==> config.mk <==
export PLATFORM = sky130hd
export DESIGN_NAME = sensor_source_selector
export DESIGN_NICKNAME = d
export VERILOG_FILES = /design/src/rtl/ssel_pkg.sv /design/src/rtl/ssel_ram.sv /design/src/rtl/ssel_regs.sv /design/src/rtl/sensor_source_selector.sv
export SDC_FILE = /design/constraint.sdc
export NUM_CORES = 2
export LEC_CHECK = 0
export ABC_AREA = 1
export ABC_CLOCK_PERIOD_IN_PS = 7090
export BUFFER_PORTS_ARGS = -buffer_cell sky130_fd_sc_hd__buf_2
export CORE_ASPECT_RATIO = 1.2
export CORE_UTILIZATION = 45
export DETAILED_ROUTE_END_ITERATION = 10
export GPL_TIMING_DRIVEN = 0
export PLACE_DENSITY_LB_ADDON = 0.15
export REMOVE_ABC_BUFFERS = 1
export SLEW_MARGIN = 20
export SYNTH_ARGS = -nofsm -noshare
export SYNTH_HDL_FRONTEND = slang
export SYNTH_SLANG_ARGS = --single-unit
==> constraint.sdc <==
create_clock -name clk -period 7.09 [get_ports clk]
set_input_delay 0.3545 -clock clk [delete_from_list [all_inputs] [get_ports clk]]
set_output_delay 0.3545 -clock clk [all_outputs]
set_load 0.05 [all_outputs]
==> src/rtl/ssel_pkg.sv <==
// ----------------------------------------------------------------------------
// ssel_pkg
// Shared types, codes and constants for the sensor source selector.
// ----------------------------------------------------------------------------
package ssel_pkg;

    localparam int MAX_BINDINGS_DEF = 8;
    localparam int CAPABILITIES_DEF = 4;
    localparam int LOCATIONS_DEF    = 4;

    // bindings that have entries in the hardware, priority and location tables
    localparam int TABLE_BINDINGS = 8;

    localparam int APB_ADDR_W = 6;
    localparam int APB_DATA_W = 64;

    localparam logic [2:0] REG_BINDINGS_USED  = 3'd0;
    localparam logic [2:0] REG_STALE_TIMEOUT  = 3'd1;
    localparam logic [2:0] REG_HARDWARE_MASK  = 3'd2;
    localparam logic [2:0] REG_PRIORITY_TABLE = 3'd3;
    localparam logic [2:0] REG_LOCATION_TABLE = 3'd4;

    localparam logic [1:0] KIND_CLEAR  = 2'd0;
    localparam logic [1:0] KIND_STORE  = 2'd1;
    localparam logic [1:0] KIND_ACTIVE = 2'd2;
    localparam logic [1:0] KIND_QUERY  = 2'd3;

    localparam logic [31:0] STALE_TIMEOUT_RST = 32'd60000;
    localparam logic [7:0]  PRIO_NONE         = 8'hFF;

    typedef struct packed {
        logic [3:0]  bindings_used;
        logic [31:0] stale_timeout_ms;
        logic [7:0]  hardware_mask;
        logic [63:0] priority_table;
        logic [15:0] location_table;
    } cfg_t;

endpackage

==> src/rtl/ssel_ram.sv <==
// ----------------------------------------------------------------------------
// ssel_ram
// Generic simple dual-port RAM, one write port, one registered read port.
// ----------------------------------------------------------------------------
module ssel_ram #(
    parameter int WIDTH = 8,
    parameter int DEPTH = 32,
    localparam int AW   = (DEPTH > 1) ? $clog2(DEPTH) : 1
) (
    input  logic             clk,
    input  logic             we,
    input  logic [AW-1:0]    waddr,
    input  logic [WIDTH-1:0] wdata,
    input  logic [AW-1:0]    raddr,
    output logic [WIDTH-1:0] rdata
);

    logic [WIDTH-1:0] mem_reg [DEPTH];
    logic [WIDTH-1:0] rdata_reg;

    always_ff @(posedge clk)
    begin
        if (we)
        begin
            mem_reg[waddr] <= wdata;
        end
        rdata_reg <= mem_reg[raddr];
    end

    assign rdata = rdata_reg;

endmodule

==> src/rtl/ssel_regs.sv <==
// ----------------------------------------------------------------------------
// ssel_regs
// APB configuration registers of the sensor source selector.
// ----------------------------------------------------------------------------
module ssel_regs (
    input  logic                                clk,
    input  logic                                rst_n,
    input  logic                                psel,
    input  logic                                penable,
    input  logic                                pwrite,
    input  logic [ssel_pkg::APB_ADDR_W-1:0]     paddr,
    input  logic [ssel_pkg::APB_DATA_W-1:0]     pwdata,
    output logic [ssel_pkg::APB_DATA_W-1:0]     prdata,
    output logic                                pready,
    output ssel_pkg::cfg_t                      cfg
);

    ssel_pkg::cfg_t cfg_reg;
    ssel_pkg::cfg_t cfg_next;
    logic [2:0]     reg_idx;
    logic           wr_en;

    assign reg_idx = paddr[5:3];
    assign wr_en   = psel && penable && pwrite;
    assign pready  = 1'b1;

    always_comb
    begin
        cfg_next = cfg_reg;
        if (wr_en)
        begin
            unique case (reg_idx)
                ssel_pkg::REG_BINDINGS_USED:  cfg_next.bindings_used    = pwdata[3:0];
                ssel_pkg::REG_STALE_TIMEOUT:  cfg_next.stale_timeout_ms = pwdata[31:0];
                ssel_pkg::REG_HARDWARE_MASK:  cfg_next.hardware_mask    = pwdata[7:0];
                ssel_pkg::REG_PRIORITY_TABLE: cfg_next.priority_table   = pwdata;
                ssel_pkg::REG_LOCATION_TABLE: cfg_next.location_table   = pwdata[15:0];
                default:                      cfg_next = cfg_reg;
            endcase
        end
    end

    always_comb
    begin
        unique case (reg_idx)
            ssel_pkg::REG_BINDINGS_USED:  prdata = 64'(cfg_reg.bindings_used);
            ssel_pkg::REG_STALE_TIMEOUT:  prdata = 64'(cfg_reg.stale_timeout_ms);
            ssel_pkg::REG_HARDWARE_MASK:  prdata = 64'(cfg_reg.hardware_mask);
            ssel_pkg::REG_PRIORITY_TABLE: prdata = cfg_reg.priority_table;
            ssel_pkg::REG_LOCATION_TABLE: prdata = 64'(cfg_reg.location_table);
            default:                      prdata = '0;
        endcase
    end

    always_ff @(posedge clk or negedge rst_n)
    begin
        if (!rst_n)
        begin
            cfg_reg.bindings_used    <= '0;
            cfg_reg.stale_timeout_ms <= ssel_pkg::STALE_TIMEOUT_RST;
            cfg_reg.hardware_mask    <= '0;
            cfg_reg.priority_table   <= '0;
            cfg_reg.location_table   <= '0;
        end
        else
        begin
            cfg_reg <= cfg_next;
        end
    end

    assign cfg = cfg_reg;

endmodule

==> src/rtl/sensor_source_selector.sv <==
// ----------------------------------------------------------------------------
// sensor_source_selector
// Latest measurement store per binding and capability, with a query that
// picks the best fresh active source at a location.
//
// Channel  | Handshake                      | Payload
// ---------+--------------------------------+------------------------------------
// config   | psel/penable/pwrite, pready=1  | paddr, pwdata, prdata
// command  | start & !busy                  | kind, binding, capability, ...
// result   | done strobe, one cycle         | found, result_value, result_time,
//          |                                | source_binding
//
// Clear, store and set active complete at the accepting edge; busy stays low.
// A query scans one binding per cycle through the shared freshness and
// priority compare unit, fed by the entry RAM's registered read port,
// N = min(bindings_used, MAX_BINDINGS); busy in SCAN, DRAIN, DONE; done in DONE.
// An out-of-range query or N = 0 raises done in the cycle after acceptance.
// Reset clears valid and active flags; no clearing pass. Results cannot stall.
// ----------------------------------------------------------------------------
module sensor_source_selector #(
    parameter int MAX_BINDINGS = ssel_pkg::MAX_BINDINGS_DEF,
    parameter int CAPABILITIES = ssel_pkg::CAPABILITIES_DEF,
    parameter int LOCATIONS    = ssel_pkg::LOCATIONS_DEF
) (
    input  logic                            clk,
    input  logic                            rst_n,
    input  logic                            psel,
    input  logic                            penable,
    input  logic                            pwrite,
    input  logic [ssel_pkg::APB_ADDR_W-1:0] paddr,
    input  logic [ssel_pkg::APB_DATA_W-1:0] pwdata,
    output logic [ssel_pkg::APB_DATA_W-1:0] prdata,
    output logic                            pready,
    input  logic                            start,
    output logic                            busy,
    input  logic [1:0]                      kind,
    input  logic [2:0]                      binding,
    input  logic [1:0]                      capability,
    input  logic [1:0]                      query_location,
    input  logic signed [31:0]              sample_value,
    input  logic [47:0]                     sample_time,
    input  logic [47:0]                     now,
    input  logic                            active,
    output logic                            done,
    output logic                            found,
    output logic signed [31:0]              result_value,
    output logic [47:0]                     result_time,
    output logic [2:0]                      source_binding
);

    localparam int SLOTS   = MAX_BINDINGS * CAPABILITIES;
    localparam int SLOT_W  = (SLOTS > 1) ? $clog2(SLOTS) : 1;
    localparam int BIND_W  = (MAX_BINDINGS > 1) ? $clog2(MAX_BINDINGS) : 1;
    localparam int IDX_W   = $clog2(MAX_BINDINGS + 1);
    localparam int ENTRY_W = 80;

    typedef enum logic [3:0] {
        ST_IDLE  = 4'b0001,
        ST_SCAN  = 4'b0010,
        ST_DRAIN = 4'b0100,
        ST_DONE  = 4'b1000
    } state_t;

    ssel_pkg::cfg_t cfg;

    state_t state_reg, state_next;
    logic [SLOTS-1:0]        valid_reg, valid_next;
    logic [MAX_BINDINGS-1:0] active_reg, active_next;
    logic [IDX_W-1:0]        idx_reg, idx_next;
    logic [IDX_W-1:0]        count_reg, count_next;
    logic [1:0]              cap_reg, cap_next;
    logic [1:0]              loc_reg, loc_next;
    logic [47:0]             now_reg, now_next;
    logic                    pend_reg, pend_next;
    logic [IDX_W-1:0]        pend_idx_reg, pend_idx_next;
    logic                    found_reg, found_next;
    logic                    sel_hw_reg, sel_hw_next;
    logic [7:0]              sel_prio_reg, sel_prio_next;
    logic [IDX_W-1:0]        sel_idx_reg, sel_idx_next;
    logic [31:0]             sel_value_reg, sel_value_next;
    logic [47:0]             sel_time_reg, sel_time_next;

    logic                    accept;
    logic                    bind_ok;
    logic                    cap_ok;
    logic [SLOT_W-1:0]       store_slot;
    logic [SLOT_W-1:0]       scan_slot;
    logic [ENTRY_W-1:0]      rd_entry;
    logic                    ram_we;
    logic [IDX_W-1:0]        count_calc;
    logic [2:0]              scan_lo;
    logic [1:0]              scan_loc;
    logic                    scan_qual;
    logic [2:0]              pend_lo;
    logic                    pend_hw;
    logic [7:0]              pend_prio;
    logic [48:0]             age;
    logic                    fresh;
    logic                    wins;

    ssel_regs u_regs (
        .clk     (clk),
        .rst_n   (rst_n),
        .psel    (psel),
        .penable (penable),
        .pwrite  (pwrite),
        .paddr   (paddr),
        .pwdata  (pwdata),
        .prdata  (prdata),
        .pready  (pready),
        .cfg     (cfg)
    );

    assign accept     = start && !busy;
    assign bind_ok    = 32'(binding) < 32'(MAX_BINDINGS);
    assign cap_ok     = 32'(capability) < 32'(CAPABILITIES);
    assign store_slot = SLOT_W'(32'(binding) * CAPABILITIES + 32'(capability));
    assign scan_slot  = SLOT_W'(32'(idx_reg) * CAPABILITIES + 32'(cap_reg));
    assign ram_we     = accept && (kind == ssel_pkg::KIND_STORE) && bind_ok && cap_ok;

    ssel_ram #(
        .WIDTH (ENTRY_W),
        .DEPTH (SLOTS)
    ) u_entry_ram (
        .clk   (clk),
        .we    (ram_we),
        .waddr (store_slot),
        .wdata ({sample_time, sample_value}),
        .raddr (scan_slot),
        .rdata (rd_entry)
    );

    assign count_calc = (32'(cfg.bindings_used) > 32'(MAX_BINDINGS))
                        ? IDX_W'(MAX_BINDINGS) : IDX_W'(cfg.bindings_used);

    // scan side: location, active and valid checks at read issue
    assign scan_lo   = 3'(idx_reg);
    assign scan_loc  = (32'(idx_reg) < ssel_pkg::TABLE_BINDINGS)
                       ? cfg.location_table[2*scan_lo +: 2] : 2'd0;
    assign scan_qual = (scan_loc == loc_reg) && active_reg[BIND_W'(idx_reg)]
                       && valid_reg[scan_slot];

    // shared compare unit: freshness and priority of the entry just read
    assign pend_lo   = 3'(pend_idx_reg);
    assign pend_hw   = (32'(pend_idx_reg) < ssel_pkg::TABLE_BINDINGS)
                       ? cfg.hardware_mask[pend_lo] : 1'b0;
    assign pend_prio = (32'(pend_idx_reg) < ssel_pkg::TABLE_BINDINGS)
                       ? cfg.priority_table[8*pend_lo +: 8] : ssel_pkg::PRIO_NONE;
    assign age       = {1'b0, now_reg} - {1'b0, rd_entry[79:32]};
    assign fresh     = !age[48] && (age[47:0] <= {16'd0, cfg.stale_timeout_ms});
    assign wins      = !found_reg || (pend_hw && !sel_hw_reg)
                       || ((pend_hw == sel_hw_reg) && (pend_prio < sel_prio_reg));

    always_comb
    begin
        state_next     = state_reg;
        valid_next     = valid_reg;
        active_next    = active_reg;
        idx_next       = idx_reg;
        count_next     = count_reg;
        cap_next       = cap_reg;
        loc_next       = loc_reg;
        now_next       = now_reg;
        pend_next      = 1'b0;
        pend_idx_next  = pend_idx_reg;
        found_next     = found_reg;
        sel_hw_next    = sel_hw_reg;
        sel_prio_next  = sel_prio_reg;
        sel_idx_next   = sel_idx_reg;
        sel_value_next = sel_value_reg;
        sel_time_next  = sel_time_reg;

        if (pend_reg && fresh && wins)
        begin
            found_next     = 1'b1;
            sel_hw_next    = pend_hw;
            sel_prio_next  = pend_prio;
            sel_idx_next   = pend_idx_reg;
            sel_value_next = rd_entry[31:0];
            sel_time_next  = rd_entry[79:32];
        end

        unique case (state_reg)
            ST_IDLE:
            begin
                if (accept)
                begin
                    unique case (kind)
                        ssel_pkg::KIND_CLEAR:
                        begin
                            if (bind_ok)
                            begin
                                for (int c = 0; c < CAPABILITIES; c++)
                                begin
                                    valid_next[SLOT_W'(32'(binding) * CAPABILITIES + c)] = 1'b0;
                                end
                            end
                        end
                        ssel_pkg::KIND_STORE:
                        begin
                            if (bind_ok && cap_ok)
                            begin
                                valid_next[store_slot] = 1'b1;
                            end
                        end
                        ssel_pkg::KIND_ACTIVE:
                        begin
                            if (bind_ok)
                            begin
                                active_next[BIND_W'(binding)] = active;
                            end
                        end
                        ssel_pkg::KIND_QUERY:
                        begin
                            cap_next   = capability;
                            loc_next   = query_location;
                            now_next   = now;
                            count_next = count_calc;
                            idx_next   = '0;
                            found_next = 1'b0;
                            if (cap_ok && (32'(query_location) < 32'(LOCATIONS))
                                && (count_calc != '0))
                            begin
                                state_next = ST_SCAN;
                            end
                            else
                            begin
                                state_next = ST_DONE;
                            end
                        end
                    endcase
                end
            end
            ST_SCAN:
            begin
                pend_next     = scan_qual;
                pend_idx_next = idx_reg;
                idx_next      = idx_reg + 1'b1;
                if (idx_reg == count_reg - 1'b1)
                begin
                    state_next = ST_DRAIN;
                end
            end
            ST_DRAIN:
            begin
                state_next = ST_DONE;
            end
            ST_DONE:
            begin
                state_next = ST_IDLE;
            end
        endcase
    end

    always_ff @(posedge clk or negedge rst_n)
    begin
        if (!rst_n)
        begin
            state_reg  <= ST_IDLE;
            valid_reg  <= '0;
            active_reg <= '0;
            pend_reg   <= 1'b0;
            found_reg  <= 1'b0;
        end
        else
        begin
            state_reg  <= state_next;
            valid_reg  <= valid_next;
            active_reg <= active_next;
            pend_reg   <= pend_next;
            found_reg  <= found_next;
        end
    end

    always_ff @(posedge clk)
    begin
        idx_reg       <= idx_next;
        count_reg     <= count_next;
        cap_reg       <= cap_next;
        loc_reg       <= loc_next;
        now_reg       <= now_next;
        pend_idx_reg  <= pend_idx_next;
        sel_hw_reg    <= sel_hw_next;
        sel_prio_reg  <= sel_prio_next;
        sel_idx_reg   <= sel_idx_next;
        sel_value_reg <= sel_value_next;
        sel_time_reg  <= sel_time_next;
    end

    assign busy           = (state_reg != ST_IDLE);
    assign done           = (state_reg == ST_DONE);
    assign found          = found_reg;
    assign result_value   = found_reg ? sel_value_reg : 32'sd0;
    assign result_time    = found_reg ? sel_time_reg : 48'd0;
    assign source_binding = found_reg ? 3'(sel_idx_reg) : 3'd0;

endmodule

# --- Word level (Yosys, flattened, before mapping) ---
# Memories as Yosys holds them, arrays and structs flattened. A register that Yosys moved wholly into a read port is not among the register bits.
# Index checks and enable logic that the tools add are counted.
word_totals:
  mem_count: 1
  ramBits: 2560
  inputBits: 214
  regBits: 326
classes:
  n_addsub: 8
  mux: 43
  order_cmp: 20
  eq_ne: 18
  n_reduce_logical: 38
  n_shift: 2
  bitwise: 9
mem_list:
  columns: ["memory", "depth", "width", "rd", "rd_clocked_by_memory_dff", "wr", "line", "text"]
  rows:
  - ["u_entry_ram.mem_reg", 32, 80, 1, 1, 1, "ssel_ram.sv:18", "logic [WIDTH-1:0] mem_reg [DEPTH];"]
op_table:
  columns: ["cell", "n"]
  rows:
  - ["$pmux W64 S5", 1]
  - ["$and A32 B32 Y32", 4]
  - ["$not A32 Y32", 3]
  - ["$pmux W32 S2", 1]
  - ["$shiftx A64 B7 Y8", 1]
  - ["$sub A48 B48 Y49", 1]
  - ["$le A48 B32 Y1", 1]
  - ["$mux W48", 1]
  - ["$lt A5 B6 Y1 const B", 6]
  - ["$mux W32", 1]
  - ["$not A29 Y32", 1]
  - ["$or A32 B32 Y32", 1]
  - ["$mux W4", 7]
  - ["$ge A5 B1 Y1 const B", 5]
  - ["$demux W1 S5", 4]
  - ["$logic_and A1 B1 Y1", 17]
  - ["$mux W1", 17]
  - ["$pmux W4 S4", 1]
  - ["$shiftx A16 B5 Y2", 1]
  - ["$reduce_and A3 Y1", 5]
  - ["$lt A3 B4 Y1 const B", 3]
  - ["$add A5 B2 Y5", 2]
  - ["$add A5 B2 Y5 const B", 2]
  - ["$reduce_and A2 Y1", 5]
  - ["other kinds (36)", 47]

# --- Logic depth before layout (Yosys ltp) ---
logic_depth:
  depth_word: 11
  ltp_mapped: 29
  ltp_nobuf: 29

# --- By module ---
# Synthesis repeated with hierarchy kept, for this count alone.
unflattened:
  cells_unflattened: 11029
  hier_area_um2: 123340.8
modules_own_cells:
  columns: ["module", "cells_per_inst", "n_inst", "area_each_um2", "seq_area_each_um2"]
  rows:
  - ["ssel_ram", 8450, 1, 103574.3, 78475.3]
  - ["sensor_source_selector", 1883, 1, 14114.8, 5836.8]
  - ["ssel_regs", 696, 1, 5651.7, 3111.7]

# --- Least setup slack after synthesis ---
# No wires, ideal clock.
synth_path:
  kind: "flip-flop to flip-flop"
  startpoint: "reg now_reg[0]"
  endpoint: "reg sel_hw_reg, enable pin"
  required_time_ns: 6.564
  arrival_time_ns: 6.261
  path_stages_with_launch: 22
  setup_ns: 0.526
  slack_ns: 0.302
  path_buffers: 0
  cell_sequence: "edfxtp_1 inv_1 ha_1 fa_1 nor2_2 nand2_1 nand3_1 nand3_1 nand3_2 a21oi_1 xnor2_1 ha_1 nand2_1 nor2_1 nand2_1 nor2_1 nand4_1 nand2_1 nand4_1 nor2_1 nand3_1 nor3_2"
synth_between:
  elab_chain_len: 5
  elab_cells_between_ends: 6
  classes_between: "add/sub (1); order compare (1); reduce/logical (4)"
synth_rtl:
  columns: ["element", "line", "text"]
  rows:
  - ["from (decl)", "sensor_source_selector.sv:73", "logic [47:0] now_reg, now_next;"]
  - ["from (signal assigned)", "sensor_source_selector.sv:281", "now_reg <= now_next;"]
  - ["$sub A48 B48 Y49 (*)", "sensor_source_selector.sv:149", "assign age = {1'b0, now_reg} - {1'b0, rd_entry[79:32]};"]
  - ["$le A48 B32 Y1 / $logic_not A1 Y1 (equally long branches)", "sensor_source_selector.sv:150", "assign fresh = !age[48] && (age[47:0] <= {16'd0, cfg.stale_timeout_ms});"]
  - ["$logic_and A1 B1 Y1 (*)", "sensor_source_selector.sv:150", null]
  - ["$logic_and A1 B1 Y1 (*) (2 in a row)", "sensor_source_selector.sv:173", "if (pend_reg && fresh && wins)"]
  - ["to (signal assigned)", "sensor_source_selector.sv:283", "sel_hw_reg <= sel_hw_next;"]
  - ["to (decl)", "sensor_source_selector.sv:77", "logic sel_hw_reg, sel_hw_next;"]
# Every way passes the cells marked *; elsewhere a longest branch is shown, timed or not.
# A chain may end at the register's enable or synchronous reset.

# --- Worst setup path in the final report ---
layout_path:
  startpoint: "reg u_entry_ram.rdata_reg[55] (netlist: u_entry_ram.rdata[55]) (read register of u_entry_ram.mem_reg)"
  endpoint: "reg sel_value_reg[2], enable pin"
layout_between:
  elab_chain_len: 5
  elab_cells_between_ends: 6
  classes_between: "add/sub (1); order compare (1); reduce/logical (4)"
layout_rtl:
  columns: ["element", "line", "text"]
  rows:
  - ["from (decl)", "ssel_ram.sv:19", "logic [WIDTH-1:0] rdata_reg;"]
  - ["$sub A48 B48 Y49 (*)", "sensor_source_selector.sv:149", null]
  - ["$le A48 B32 Y1 / $logic_not A1 Y1 (equally long branches)", "sensor_source_selector.sv:150", null]
  - ["$logic_and A1 B1 Y1 (*)", "sensor_source_selector.sv:150", null]
  - ["$logic_and A1 B1 Y1 (*) (2 in a row)", "sensor_source_selector.sv:173", null]
  - ["to (signal assigned)", "sensor_source_selector.sv:286", "sel_value_reg <= sel_value_next;"]
  - ["to (decl)", "sensor_source_selector.sv:80", "logic [31:0] sel_value_reg, sel_value_next;"]
# Marks and branches as above.

==> results.json <==
{
  "placedCellCount": 13292,
  "finalWorstSetupSlack_ns": 1.679,
  "antenna_found_initial": 25,
  "grt_usage_pct": 28.28,
  "boundaryPins": 365,
  "async_flop_share_pct": 5.732,
  "p_switching_mw": 13.67,
  "drv_slew": 0,
  "row_count": 206,
  "crit_required_ns": 7.68,
  "layout.nets": 10575,
  "cts_tree": "done",
  "synth_cell_types": 57,
  "min_period_ns": 5.411,
  "dp_worst_setup_slack_ns": 1.643,
  "tightestPinTransition_ns": 1.064,
  "clkPwrFrac_pct": 34.5,
  "p_total_mw": 45.23,
  "synth_cells": 9583,
  "ctsRootBufferMaster": "clkbuf_16",
  "drc": 0,
  "worst-path-buf-inv": 5,
  "crit_fanout": 8,
  "routed_wl_mm": 387.9,
  "cpMostUsedCell": "nand2_1",
  "nFillCells": 21433,
  "mostFrequentLayoutCells": "edfxtp_1, nor2_1, o21ai_0",
  "start_kind": "flip-flop",
  "final_cells": 14055,
  "hold_violations": 0,
  "ir_worst_vdd_mv": 0.2821,
  "seq_area_sq_um": 87430,
  "period_share_pct": 76.32,
  "grt_start_max_net_pins": 137,
  "final_common_cell": "edfxtp_1",
  "post-dp-hpwl_mm": 251.9,
  "fin_skew_ns": 0.05715,
  "worst_skew_pair.late_latency_ns": 0.92,
  "die_x_microns": 472.3,
  "dr.pass1.iters": 6,
  "p_comb_share_pct": 20.7,
  "max_freq_mhz": 184.8,
  "wl_per_cell_microns": 27.60,
  "start_util_pct": 45.38,
  "cts_buffers": 302,
  "largest_reg_flops": 2560,
  "max-slew-margin-rel_pct": 29.01,
  "power_density_nw_per_um2": 314.5,
  "drive_gt1_share_pct": 12.71,
  "p_sw_share_pct": 30.23,
  "fp.dieH_microns": 566.3,
  "synth-seq-cells": 2966,
  "avgViaCountPerCell": 5.936,
  "critPathMaxStageDelay_ns": 0.68,
  "cp_data_arrival_time_ns": 6.00,
  "worstPathCellList": "inv_1 -> ha_1 -> nand2_1 -> nor2_1 -> nand2_1 -> nor3_1 -> a21oi_1 -> xnor2_1 -> ha_1 -> nand2_1 -> nor2_1 -> nand2_1 -> nor2_1 -> nand4_1 -> nand2_1 -> nand4_1 -> nor2_1 -> nand3_1 -> nor3_4 -> buf_8 -> buf_8 -> buf_8 -> buf_8",
  "die_area_sq_um": 267500,
  "synth.yosys.seq_area_share_pct": 73.20,
  "h-tree-depth": 5,
  "crit_type": "flip-flop to flip-flop",
  "crit_slowest_cell": "dfxtp_1",
  "io_buffers": 360,
  "rsz0062_at_grt": "false",
  "clk_pin_slew_ns": 0.06,
  "multi_input_comb_area_sq_um": 27820,
  "grt_pass1_vias": 79125,
  "grt_pass1_wl_mm": 553.0,
  "critical-path-top-delay-family": "simple AND/OR/NAND/NOR gates",
  "drtIter0Drc": 9596,
  "outcome": "finished, final reports clean",
  "area_delta_synth_final_pct": 20.42,
  "p_seq_share_pct": 44.7,
  "clockBufferDepth": 4,
  "p_int_mw": 31.56,
  "vias": 83432,
  "synth_edf_count": 2716,
  "hold_class": "input port to async pin",
  "syn_avg_cell_area_sq_um": 12.46,
  "ys_warn_count": 0,
  "p_leak_nw": 50.18,
  "synthFlopType": "edfxtp_1",
  "core_sq_um": 263200,
  "drv_cap": 0,
  "critPathCaptureType": "flip-flop",
  "overflow": 0,
  "tns_ns": 0,
  "syn_area_sq_um": 119400,
  "final_util_pct": 54.65,
  "gp_congestion": 0.8817,
  "setup_violations": 0,
  "antenna_left": 0,
  "numClockSinks": 2966,
  "postCtsResizedCells": 0
}
[metrics by stage]
step,hold slack (ns),instance area [sq um]
5_1_grt,0.1187,143800
6_report,0.05672,143800
3_5_place_dp,0.3887,132100
4_1_cts,0.07225,143800
3_3_place_gp,0.3888,123100
2_1_floorplan,0.05891,116900
[path summary, 6_finish.rpt]
path | from | depth (start not counted) | slack (ns) | end
max reg2reg | u_entry_ram.rdata[55] | 23 | 1.68 | sel_value_reg[2]
max | u_entry_ram.rdata[55] | 23 | 1.68 | sel_value_reg[2]
min in group clk | penable | 4 | 0.13 | u_regs.cfg[121]
min reg2reg | u_entry_ram.rdata[8] | 0 | 0.40 | sel_value_reg[8]
min | rst_n | 2 | 0.06 | state_reg[1]
max in group asynchronous | rst_n | 3 | 6.04 | found
[power by group through the flow]
stage / registers (mW) / logic (mW) / clock network, mW
2_1_floorplan: 20.5 / 5.06 / 0
3_3_place_gp: 21.2 / 8.05 / 0
3_5_place_dp: 20.6 / 9.20 / 0
4_1_cts: 20.2 / 9.34 / 15.8
5_1_grt: 20.2 / 10.1 / 16.4
6_report: 20.2 / 9.38 / 15.6
[metal layers]
| metal | vias to the layer above | global-route usage, % | wire, microns |
|---|---|---|---|
| li1 | 36382 | - | - |
| met1 | 42455 | 39.36 | 160400 |
| met2 | 3884 | 44.54 | 180400 |
| met3 | 693 | 3.610 | 29220 |
| met4 | 18 | 12.41 | 17730 |
| met5 | - | 0 | 115 |
[area by class of cell]
class | count | share of cell area, %
antenna | 10 | 0.01740
clock buffer | 408 | 5.930
clock inverter | 135 | 0.7378
inverter | 503 | 1.346
multi-input combinational | 5512 | 19.34
sequential | 2966 | 60.79
tap | 3536 | 3.076
timing repair buffer | 985 | 8.762
[timing repair]
action | CTS | global route
setup buffers | 0 | 0
endpoints found under the hold margin | 2864 | 0
hold buffers | 210 | 0
[synth_stat cells (58+ instances only)]
cell | number | area share, %
nand2_1 | 880 | 2.8
clkbuf_1 | 404 | 1.3
o21ai_1 | 99 | 0.41
ha_1 | 90 | 0.94
edfxtp_1 | 2716 | 68
o21ai_0 | 1419 | 5.9
nand3_1 | 207 | 0.87
dfrtp_1 | 162 | 3.4
o221ai_1 | 225 | 1.7
nand4_1 | 58 | 0.30
a21oi_1 | 206 | 0.86
buf_2 | 117 | 0.49
inv_1 | 476 | 1.5
o22ai_1 | 431 | 2.3
nor2_1 | 1574 | 4.9
dfxtp_1 | 80 | 1.3
[cell families (layout without fill, tap and decap cells)]
kind of cell               Yosys count  after routing  share of synthesized area, %
AOI/OAI and AO/OA                 2565           2565                         12.34
xor gates and xnor gates            37             37                        0.2713
other                                1             11                      0.003140
adders and majority gates           91             91                        0.9596
and+or+nand+nor                   2818           2818                         9.482
buffers and inverters             1105           2031                         3.743
DFF                               2966           2966                         73.20
(Power assumes the default switching activity.)
